`src/hw/rtl/cce_pkg.sv`:
```
package cce_pkg;

  // parser modes
  typedef enum logic [2:0] {
    MODE_IDLE,
    MODE_CR,
    MODE_ESC,
    MODE_LEAD,
    MODE_NUM,
    MODE_SPACE
  } parse_mode_e;

  // event kinds on the result stream
  typedef enum logic [3:0] {
    EV_CHAR,
    EV_NEWLINE,
    EV_FONT,
    EV_TAB,
    EV_NAKED,
    EV_UNKNOWN,
    EV_BADCSI,
    EV_OVERFLOW,
    EV_UNTERM
  } event_kind_e;

  localparam int unsigned ArgW    = 14;
  localparam int unsigned AccW    = 12;
  localparam int unsigned MaxEvts = 3;

  localparam logic [7:0] CH_ESC       = 8'h1B;
  localparam logic [7:0] CH_CR        = 8'h0D;
  localparam logic [7:0] CH_LF        = 8'h0A;
  localparam logic [7:0] CH_CSI       = 8'h5B;
  localparam logic [7:0] CH_SGR       = 8'h6D;
  localparam logic [7:0] CH_TAB_FINAL = 8'h5E;
  localparam logic [7:0] CH_SPACE     = 8'h20;
  localparam logic [7:0] CH_MINUS     = 8'h2D;
  localparam logic [7:0] CH_PLUS      = 8'h2B;
  localparam logic [7:0] CH_ZERO      = 8'h30;
  localparam logic [7:0] CH_NINE      = 8'h39;
  localparam logic [7:0] CH_HT        = 8'h09;

  localparam logic signed [ArgW-1:0] FONT_BASE = 14'sd10;
  localparam logic [AccW-1:0]        ACC_MAX   = 12'd4095;

  // one result event
  typedef struct packed {
    event_kind_e             kind;
    logic signed [ArgW-1:0]  arg;
    logic [7:0]              chr;
  } event_t;

  // all events caused by one byte, in order
  typedef struct packed {
    logic [1:0]           cnt;
    event_t [MaxEvts-1:0] ev;
  } event_list_t;

endpackage

```
`src/hw/rtl/cce_parse_core.sv`:
```
module cce_parse_core import cce_pkg::*; #(
  parameter int unsigned MAX_ARG_LEN = 16
) (
  input  logic        clk_i,
  input  logic        rst_ni,
  input  logic [7:0]  byte_i,
  input  logic        eot_i,
  input  logic        advance_i,
  output event_list_t list_o
);

  localparam int unsigned LenW = $clog2(MAX_ARG_LEN + 1);

  parse_mode_e     mode_q, mode_d;
  logic [AccW-1:0] acc_q, acc_d;
  logic            neg_q, neg_d;
  logic            closed_q, closed_d;
  logic [LenW-1:0] len_q, len_d;

  logic                   is_space;
  logic                   is_digit;
  logic [15:0]            acc_next;
  logic signed [ArgW-1:0] arg_mag;
  logic signed [ArgW-1:0] arg_sgn;

  assign is_space = byte_i inside {CH_SPACE, [CH_HT:CH_CR]};
  assign is_digit = byte_i inside {[CH_ZERO:CH_NINE]};
  assign acc_next = {4'b0, acc_q} * 16'd10 + {12'b0, byte_i[3:0]};
  assign arg_mag  = {2'b0, acc_q};
  assign arg_sgn  = neg_q ? -arg_mag : arg_mag;

  // next state and event list for the byte in the input register
  always_comb begin
    logic       do_plain;
    logic [1:0] n;
    logic       clear;
    do_plain = 1'b0;
    clear    = 1'b0;
    n        = '0;
    list_o   = '0;
    mode_d   = mode_q;
    acc_d    = acc_q;
    neg_d    = neg_q;
    closed_d = closed_q;
    len_d    = len_q;

    case (mode_q)
      MODE_CR: begin
        mode_d = MODE_IDLE;
        if (byte_i == CH_LF) begin
          list_o.ev[n].kind = EV_NEWLINE;
          n = n + 2'd1;
        end else begin
          list_o.ev[n].kind = EV_NAKED;
          n = n + 2'd1;
          list_o.ev[n].kind = EV_NEWLINE;
          n = n + 2'd1;
          do_plain = 1'b1;
        end
      end
      MODE_ESC: begin
        if (byte_i == CH_CSI) begin
          clear  = 1'b1;
          mode_d = MODE_LEAD;
        end else begin
          list_o.ev[n].kind = EV_UNKNOWN;
          n = n + 2'd1;
          mode_d = MODE_IDLE;
        end
      end
      MODE_LEAD, MODE_NUM: begin
        if (len_q != '0 && byte_i == CH_SGR) begin
          list_o.ev[n].kind = EV_FONT;
          list_o.ev[n].arg  = arg_sgn - FONT_BASE;
          n = n + 2'd1;
          mode_d = MODE_IDLE;
          clear  = 1'b1;
        end else if (len_q != '0 && byte_i == CH_SPACE) begin
          mode_d = MODE_SPACE;
        end else begin
          // argument byte
          if (!closed_q) begin
            if (mode_q == MODE_LEAD && is_space) begin
              mode_d = MODE_LEAD;
            end else if (mode_q == MODE_LEAD && byte_i == CH_MINUS) begin
              mode_d = MODE_NUM;
              neg_d  = 1'b1;
            end else if (mode_q == MODE_LEAD && byte_i == CH_PLUS) begin
              mode_d = MODE_NUM;
            end else begin
              mode_d = MODE_NUM;
              if (is_digit) begin
                acc_d = (acc_next > {4'b0, ACC_MAX}) ? ACC_MAX : acc_next[AccW-1:0];
              end else begin
                closed_d = 1'b1;
              end
            end
          end
          len_d = len_q + LenW'(1);
          if (len_d >= LenW'(MAX_ARG_LEN)) begin
            list_o.ev[n].kind = EV_OVERFLOW;
            n = n + 2'd1;
            mode_d = MODE_IDLE;
            clear  = 1'b1;
          end
        end
      end
      MODE_SPACE: begin
        if (byte_i == CH_TAB_FINAL) begin
          list_o.ev[n].kind = EV_TAB;
          list_o.ev[n].arg  = arg_sgn;
        end else begin
          list_o.ev[n].kind = EV_BADCSI;
        end
        n = n + 2'd1;
        mode_d = MODE_IDLE;
        clear  = 1'b1;
      end
      default: begin
        mode_d   = MODE_IDLE;
        do_plain = 1'b1;
      end
    endcase

    // ordinary byte handling, also after a naked cr
    if (do_plain) begin
      if (byte_i == CH_ESC) begin
        mode_d = MODE_ESC;
      end else if (byte_i == CH_CR) begin
        mode_d = MODE_CR;
      end else begin
        list_o.ev[n].kind = EV_CHAR;
        list_o.ev[n].chr  = byte_i;
        n = n + 2'd1;
      end
    end

    // end of the content portion
    if (eot_i) begin
      if (mode_d != MODE_IDLE) begin
        list_o.ev[n].kind = EV_UNTERM;
        n = n + 2'd1;
      end
      mode_d = MODE_IDLE;
      clear  = 1'b1;
    end

    if (clear) begin
      acc_d    = '0;
      neg_d    = 1'b0;
      closed_d = 1'b0;
      len_d    = '0;
    end
    list_o.cnt = n;
  end

  // parser state
  always_ff @(posedge clk_i or negedge rst_ni) begin
    if (!rst_ni) begin
      mode_q   <= MODE_IDLE;
      acc_q    <= '0;
      neg_q    <= 1'b0;
      closed_q <= 1'b0;
      len_q    <= '0;
    end else if (advance_i) begin
      mode_q   <= mode_d;
      acc_q    <= acc_d;
      neg_q    <= neg_d;
      closed_q <= closed_d;
      len_q    <= len_d;
    end
  end

endmodule

```
`src/hw/rtl/cce_result_buf.sv`:
```
module cce_result_buf import cce_pkg::*; (
  input  logic        clk_i,
  input  logic        rst_ni,
  input  logic        load_i,
  input  event_list_t list_i,
  output logic        can_load_o,
  output logic        m_valid_o,
  input  logic        m_ready_i,
  output event_t      head_o,
  output logic        last_o
);

  event_t [MaxEvts-1:0] pend_q, pend_d;
  logic [1:0]           cnt_q, cnt_d;
  logic                 pop;

  assign m_valid_o  = (cnt_q != 2'd0);
  assign pop        = m_valid_o && m_ready_i;
  assign can_load_o = (cnt_q == 2'd0) || (cnt_q == 2'd1 && m_ready_i);
  assign head_o     = pend_q[0];
  assign last_o     = (cnt_q == 2'd1);

  // drain one event per transfer, refill when empty or when the last event is taken
  always_comb begin
    pend_d = pend_q;
    cnt_d  = cnt_q;
    if (pop) begin
      pend_d[0] = pend_q[1];
      pend_d[1] = pend_q[2];
      cnt_d     = cnt_q - 2'd1;
    end
    if (load_i) begin
      pend_d = list_i.ev;
      cnt_d  = list_i.cnt;
    end
  end

  always_ff @(posedge clk_i or negedge rst_ni) begin
    if (!rst_ni) begin
      cnt_q <= 2'd0;
    end else begin
      cnt_q <= cnt_d;
    end
  end

  always_ff @(posedge clk_i) begin
    pend_q <= pend_d;
  end

endmodule

```
`src/hw/rtl/char_content_escape_parser.sv`:
```
// path: a byte waits in the input register until the result buffer can load its events
// throughput: one byte per cycle while each byte yields at most one event and the output
//   takes each event; a byte with more events holds the input until all but its last are taken
// reset: asynchronous active low, parser idle with the argument cleared, no events pending
module char_content_escape_parser import cce_pkg::*; #(
  parameter int unsigned MAX_ARG_LEN = 16
) (
  input  logic        clk_i,
  input  logic        rst_ni,
  input  logic        s_axis_tvalid_i,
  output logic        s_axis_tready_o,
  input  logic [7:0]  s_axis_tdata_i,   // [7:0] text_byte
  input  logic        s_axis_tlast_i,   // end_of_text
  output logic        m_axis_tvalid_o,
  input  logic        m_axis_tready_i,
  output logic [23:0] m_axis_tdata_o,   // [13:0] arg_value, [21:14] char_out, [23:22] zero
  output logic [3:0]  m_axis_tuser_o,   // [3:0] event_kind
  output logic        m_axis_tlast_o    // last_event
);

  logic        in_valid_q;
  logic [7:0]  in_byte_q;
  logic        in_eot_q;
  logic        accept;
  logic        consume;
  logic        can_load;
  event_list_t list;
  event_t      head;

  assign consume         = in_valid_q && can_load;
  assign s_axis_tready_o = !in_valid_q || consume;
  assign accept          = s_axis_tvalid_i && s_axis_tready_o;

  // input register
  always_ff @(posedge clk_i or negedge rst_ni) begin
    if (!rst_ni) begin
      in_valid_q <= 1'b0;
    end else if (accept) begin
      in_valid_q <= 1'b1;
    end else if (consume) begin
      in_valid_q <= 1'b0;
    end
  end

  always_ff @(posedge clk_i) begin
    if (accept) begin
      in_byte_q <= s_axis_tdata_i;
      in_eot_q  <= s_axis_tlast_i;
    end
  end

  cce_parse_core #(
    .MAX_ARG_LEN(MAX_ARG_LEN)
  ) u_parse (
    .clk_i    (clk_i),
    .rst_ni   (rst_ni),
    .byte_i   (in_byte_q),
    .eot_i    (in_eot_q),
    .advance_i(consume),
    .list_o   (list)
  );

  cce_result_buf u_result (
    .clk_i     (clk_i),
    .rst_ni    (rst_ni),
    .load_i    (consume),
    .list_i    (list),
    .can_load_o(can_load),
    .m_valid_o (m_axis_tvalid_o),
    .m_ready_i (m_axis_tready_i),
    .head_o    (head),
    .last_o    (m_axis_tlast_o)
  );

  // output packing
  assign m_axis_tdata_o = {2'b00, head.chr, head.arg};
  assign m_axis_tuser_o = head.kind;

  // a held byte stays put until it is parsed
  a_in_hold: assert property (@(posedge clk_i) disable iff (!rst_ni)
    in_valid_q && !consume |=> in_valid_q && $stable(in_byte_q) && $stable(in_eot_q))
    else $error("input register changed while waiting");

  // only character events carry a character
  a_char_zero: assert property (@(posedge clk_i) disable iff (!rst_ni)
    m_axis_tvalid_o && m_axis_tuser_o != EV_CHAR |-> m_axis_tdata_o[21:14] == 8'h00)
    else $error("character set on non-character event");

  // only font and tab events carry an argument
  a_arg_zero: assert property (@(posedge clk_i) disable iff (!rst_ni)
    m_axis_tvalid_o && m_axis_tuser_o != EV_FONT && m_axis_tuser_o != EV_TAB
    |-> m_axis_tdata_o[13:0] == 14'h0000)
    else $error("argument set on event without one");

  // an unterminated report always closes its byte
  a_unterm_last: assert property (@(posedge clk_i) disable iff (!rst_ni)
    m_axis_tvalid_o && m_axis_tuser_o == EV_UNTERM |-> m_axis_tlast_o)
    else $error("unterminated event not last");

endmodule

```
`config.mk`:
```
export PLATFORM = sky130hd
export DESIGN_NAME = char_content_escape_parser
export DESIGN_NICKNAME = d
export VERILOG_FILES = /design/src/hw/rtl/cce_pkg.sv /design/src/hw/rtl/cce_parse_core.sv /design/src/hw/rtl/cce_result_buf.sv /design/src/hw/rtl/char_content_escape_parser.sv
export SDC_FILE = /design/constraint.sdc
export NUM_CORES = 1
export LEC_CHECK = 0
export BUFFER_PORTS_ARGS = -buffer_cell sky130_fd_sc_hd__buf_2
export CAP_MARGIN = 20
export CORE_MARGIN = 3
export CORE_UTILIZATION = 40
export CTS_BUF_LIST = sky130_fd_sc_hd__clkbuf_8 sky130_fd_sc_hd__clkbuf_16
export DETAILED_ROUTE_END_ITERATION = 12
export GPL_TIMING_DRIVEN = 0
export PLACE_DENSITY_LB_ADDON = 0.1
export RECOVER_POWER = 25
export SKIP_LAST_GASP = 1
export SLEW_MARGIN = 20
export SYNTH_ARGS = -nofsm -noshare
export SYNTH_HDL_FRONTEND = slang
export SYNTH_SLANG_ARGS = --single-unit
```
`constraint.sdc`:
```
create_clock -name clk_i -period 4.89 [get_ports clk_i]
set_clock_uncertainty 0.2 [all_clocks]
set_input_delay 0.2445 -clock clk_i [delete_from_list [all_inputs] [get_ports clk_i]]
set_output_delay 0.2445 -clock clk_i [all_outputs]
set_load 0.01 [all_outputs]
```
==> flow_summary_export.csv <==
group,metric,value,unit
logic_synthesis,synth-xor-area-share,0.05624,
logic_synthesis,per_instance_average_area_after_synthesis,9.683,um2
logic_synthesis,synth.top_cells.by_area,"sky130_fd_sc_hd__edfxtp_1, sky130_fd_sc_hd__dfrtp_1, sky130_fd_sc_hd__ha_1, sky130_fd_sc_hd__buf_4, sky130_fd_sc_hd__nand2_1",
logic_synthesis,share_of_flip_flops_with_an_asynchronous_set_or_reset,0.3165,
logic_synthesis,netlist-cell-type-count,73,
place,detailed_placement_hpwl,9.824,mm
logic_synthesis,mappedNetlistArea,5607,um2
clocking,cts_num_sinks,79,
sta,timing_hold_violations_final,0,
logic_synthesis,mapped_cells,579,
clocking,postCtsSetupBuffers,0,
place,placed_cells,797,
layout,area_delta_synth_final,14.93,%
worst_setup_path,worstSetupEndpointType,"flop",
routing,number_of_search_and_repair_iterations_in_the_first_detailed_routing_pass,5,
sta,timing.max_slew.rel_slack,-0.004381,
worst_setup_path,critical_path_required,4.90,ns
sta,layout_worst_path_cycle_share,0.8246,
die,pin_count,44,
sta,holdWs,0.06690,ns
place,place.gp.congestion,0.8731,
grt,grt_pass1_wl,22.14,mm
logic_synthesis,synth_ff_type,"sky130_fd_sc_hd__edfxtp_1",
routing,post_route_drc_violation_count,0,
clocking,ctsLongestPathBuffers,2,
outcome,run_status,"complete, but fails checks",
logic_synthesis,yosys.area_share.adder,0.08525,
routing,routed_wl,12.83,mm
layout,filler_instances,1296,
die,die-area,15470,um2
logic_synthesis,share_of_the_yosys_chip_area_belonging_to_registers,0.4008,
logic_synthesis,area_share_of_and_or_nand_nor_cells_after_synthesis,0.2109,
grt,first_global_vias,4373,
grt,gr_overflow_total,0,
place,place_area,6036,um2
logic_synthesis,postSynthRegisterBits,79,
routing,initialDrtViolationCount,462,
clocking,cts.repair.resized,0,
layout,finish.cell_count_without_fillers,824,
grt,antenna_found_initial,0,
die,floorplan.die.height,124.4,um
job,max_cap_viol_count,1,
clocking,clk_pin_slew,0.06,ns
clocking,ctsHtreeMaxLevel,3,
grt,global_route.usage.total,0.1736,
layout,final_layout_size_suffix_gt1_frac,0.1543,
die,core_region_area,13450,um2
sta,timing.final.setup_violations,0,
sta,max_slew.worst_pin.slew,1.507,ns
die,placementRows,42,
routing,routed_via_density,5.484,
logic_synthesis,largest_family_of_logic_cells_by_synthesized_area,"simple AND/OR/NAND/NOR gates",
clocking,cts_root_buf,"sky130_fd_sc_hd__clkbuf_16",
logic_synthesis,synthesized_area_fraction_occupied_by_ao_oa_aoi_and_oai_cells,0.1642,
clocking,clkLatencyLatePin,0.34,ns
die,die_width,124.4,um
outcome,violations_in_the_final_reports,"max-capacitance violations, max-slew violations",
worst_setup_path,maximum_fanout_encountered_on_the_critical_timing_path,9,
hold_path,worst_min_delay_path_category,"input pin to flop",
logic_synthesis,synth_area_leader_cell,"sky130_fd_sc_hd__edfxtp_1",
clocking,numCtsBuffers,9,
routing,drt-wirelength-per-cell,15.57,um
layout,postLayoutCellArea,6444,um2
sta,timing.final.max_slew_violations,25,
layout,finalNetCount,693,
worst_setup_path,worst-setup-path-type,"flop to flop",
logic_synthesis,synth_top_cell_area_share,0.2892,
clocking,tritoncts,"yes",
layout,antennaDiodeCount,0,
sta,finalWorstPathRequiredPeriod,4.032,ns
sta,fin_tns_setup,0,ns
grt,grt_max_degree,41,
sta,rsz_0062_raised_after_global_routing,"no",
die,initial_core_util,0.4168,
worst_setup_path,crit_path_start_kind,"flop",
sta,fmax,248.0,MHz
worst_setup_path,critical_path_arrival,4.04,ns
power,vdd_ir_drop_max,0.1608,mV
logic_synthesis,synth.mux.area_fraction,0.01138,
power,p_leak,2.696,nW
logic_synthesis,synth_enable_flop_cells,54,
power,pwr_density_cell,430.0,nW/um2
routing,ant_nets,0,
logic_synthesis,warnings_synthesis,0,
routing,routed-via-count,4519,
place,count_of_buffers_from_port_buffering,41,
power,power,0.002771,W
## sequential cells by signal, summed over array words and instances (netlist names), 2 cells and up
signal	count
u_parse.acc_q	12
in_byte_q	8
u_result.head_o	26
u_result.cnt_q	2
u_parse.mode_q	3
u_result.pend_q	19
u_parse.len_q	5
## repair_timing
action                                 CTS  global route
endpoints found under the hold margin   35             0
hold buffers                            11             0
setup endpoints to repair                0             0
## path summary, 6_finish.rpt
kind / startpoint / to / slack [ns] / cells past startpoint
min reg2reg: u_result.pend_q[51] / u_result.head_o[25] / 0.33 / 2
max reg2reg: u_parse.acc_q[1] / u_parse.acc_q[0] / 0.86 / 10
max in group asynchronous: rst_ni / in_valid_q / 3.01 / 2
min: m_axis_tready_i / in_valid_q / 0.07 / 4
min in group asynchronous: rst_ni / u_parse.acc_q[0] / 0.60 / 2
max: u_parse.acc_q[1] / u_parse.acc_q[0] / 0.86 / 10
## cells by family after synthesis
logic type / Yosys count
and+or+nand+nor: 215
AOI/OAI and AO/OA: 132
DFF: 79
buffers and inverters: 73
adders and majority gates: 37
xor gates and xnor gates: 36
muxes: 6
other: 1
## cells in the mapped netlist, drive strengths merged (6+ instances only)
cell    instances
a21oi          26
and2            6
nand2          51
o21ai          29
or4             6
xnor2          21
and3           18
ha             35
xor2           15
dfrtp          25
nor2           44
buf            37
a22o           17
nand3          22
inv            18
a22oi           6
nor4            7
clkbuf         18
edfxtp         54
a211oi          6
nor3           19
## layer usage
| layer | track usage | up-vias | part of all wire |
|---|---|---|---|
| met3 | 0.03431 | 12 | 0.047 |
| met2 | 0.2580 | 109 | 0.43 |
| met5 | 0 | - | 0 |
| met1 | 0.2549 | 2140 | 0.51 |
| met4 | 0.05351 | 0 | 0.013 |
| li1 | - | 2258 | - |
## placed cells by master (no fill, tap or decap), types with 6 or more instances in the layout
cell	instances
sky130_fd_sc_hd__clkbuf_1	30
sky130_fd_sc_hd__dlygate4sd3_1	11
sky130_fd_sc_hd__a22oi_1	6
sky130_fd_sc_hd__edfxtp_1	54
sky130_fd_sc_hd__ha_1	35
sky130_fd_sc_hd__nor4_1	7
sky130_fd_sc_hd__o21ai_0	27
sky130_fd_sc_hd__xor2_1	15
sky130_fd_sc_hd__nand3_1	22
sky130_fd_sc_hd__and2_1	6
sky130_fd_sc_hd__buf_2	34
sky130_fd_sc_hd__a211oi_1	6
sky130_fd_sc_hd__and3_1	18
sky130_fd_sc_hd__dfrtp_1	25
sky130_fd_sc_hd__nand2_1	51
sky130_fd_sc_hd__nor2_1	44
sky130_fd_sc_hd__buf_4	28
sky130_fd_sc_hd__xnor2_1	21
sky130_fd_sc_hd__a21oi_1	26
sky130_fd_sc_hd__a22o_1	17
sky130_fd_sc_hd__nor3_1	17
sky130_fd_sc_hd__inv_1	19
sky130_fd_sc_hd__clkbuf_16	9
## per-stage QoR
stage	util	setup slack, ns
2_1_floorplan	-	1.418
5_1_grt	0.4790	0.5608
4_1_cts	0.4802	0.8332
3_3_place_gp	0.4487	0.9768
3_5_place_dp	0.4487	0.8456
6_report	0.4790	0.8577
## layout make-up
class,instances,area (um2),area share
multi-input cells,428,2968,0.4606
flip-flops and latches,79,2247,0.3487
plain buffers,55,327.8,0.05087
repair buffers,52,299.0,0.04641
clock buffers,9,225.2,0.03495
well taps,176,220.2,0.03417
clock inverters,7,88.84,0.01379
inverters,18,67.56,0.01049
## critical path, stage by stage, from the launching register on
cell and delay (ns):
sky130_fd_sc_hd__dfrtp_1 0.51, sky130_fd_sc_hd__ha_1 0.35, sky130_fd_sc_hd__ha_1 0.24, sky130_fd_sc_hd__fa_1 0.41, sky130_fd_sc_hd__a211oi_1 0.50, sky130_fd_sc_hd__nor2_1 0.12, sky130_fd_sc_hd__xnor2_1 0.36, sky130_fd_sc_hd__nand4_1 0.25
sky130_fd_sc_hd__or3_1 0.43, sky130_fd_sc_hd__o21ai_0 0.39, sky130_fd_sc_hd__a21oi_1 0.13
## report_power, final
| part | switching [W] | internal, W |
|---|---|---|
| clock | 0.000268 | 0.000443 |
| combinational | 0.000586 | 0.000404 |
| sequential | 0.0000812 | 0.000989 |
Power figures use the tool's default switching activity.
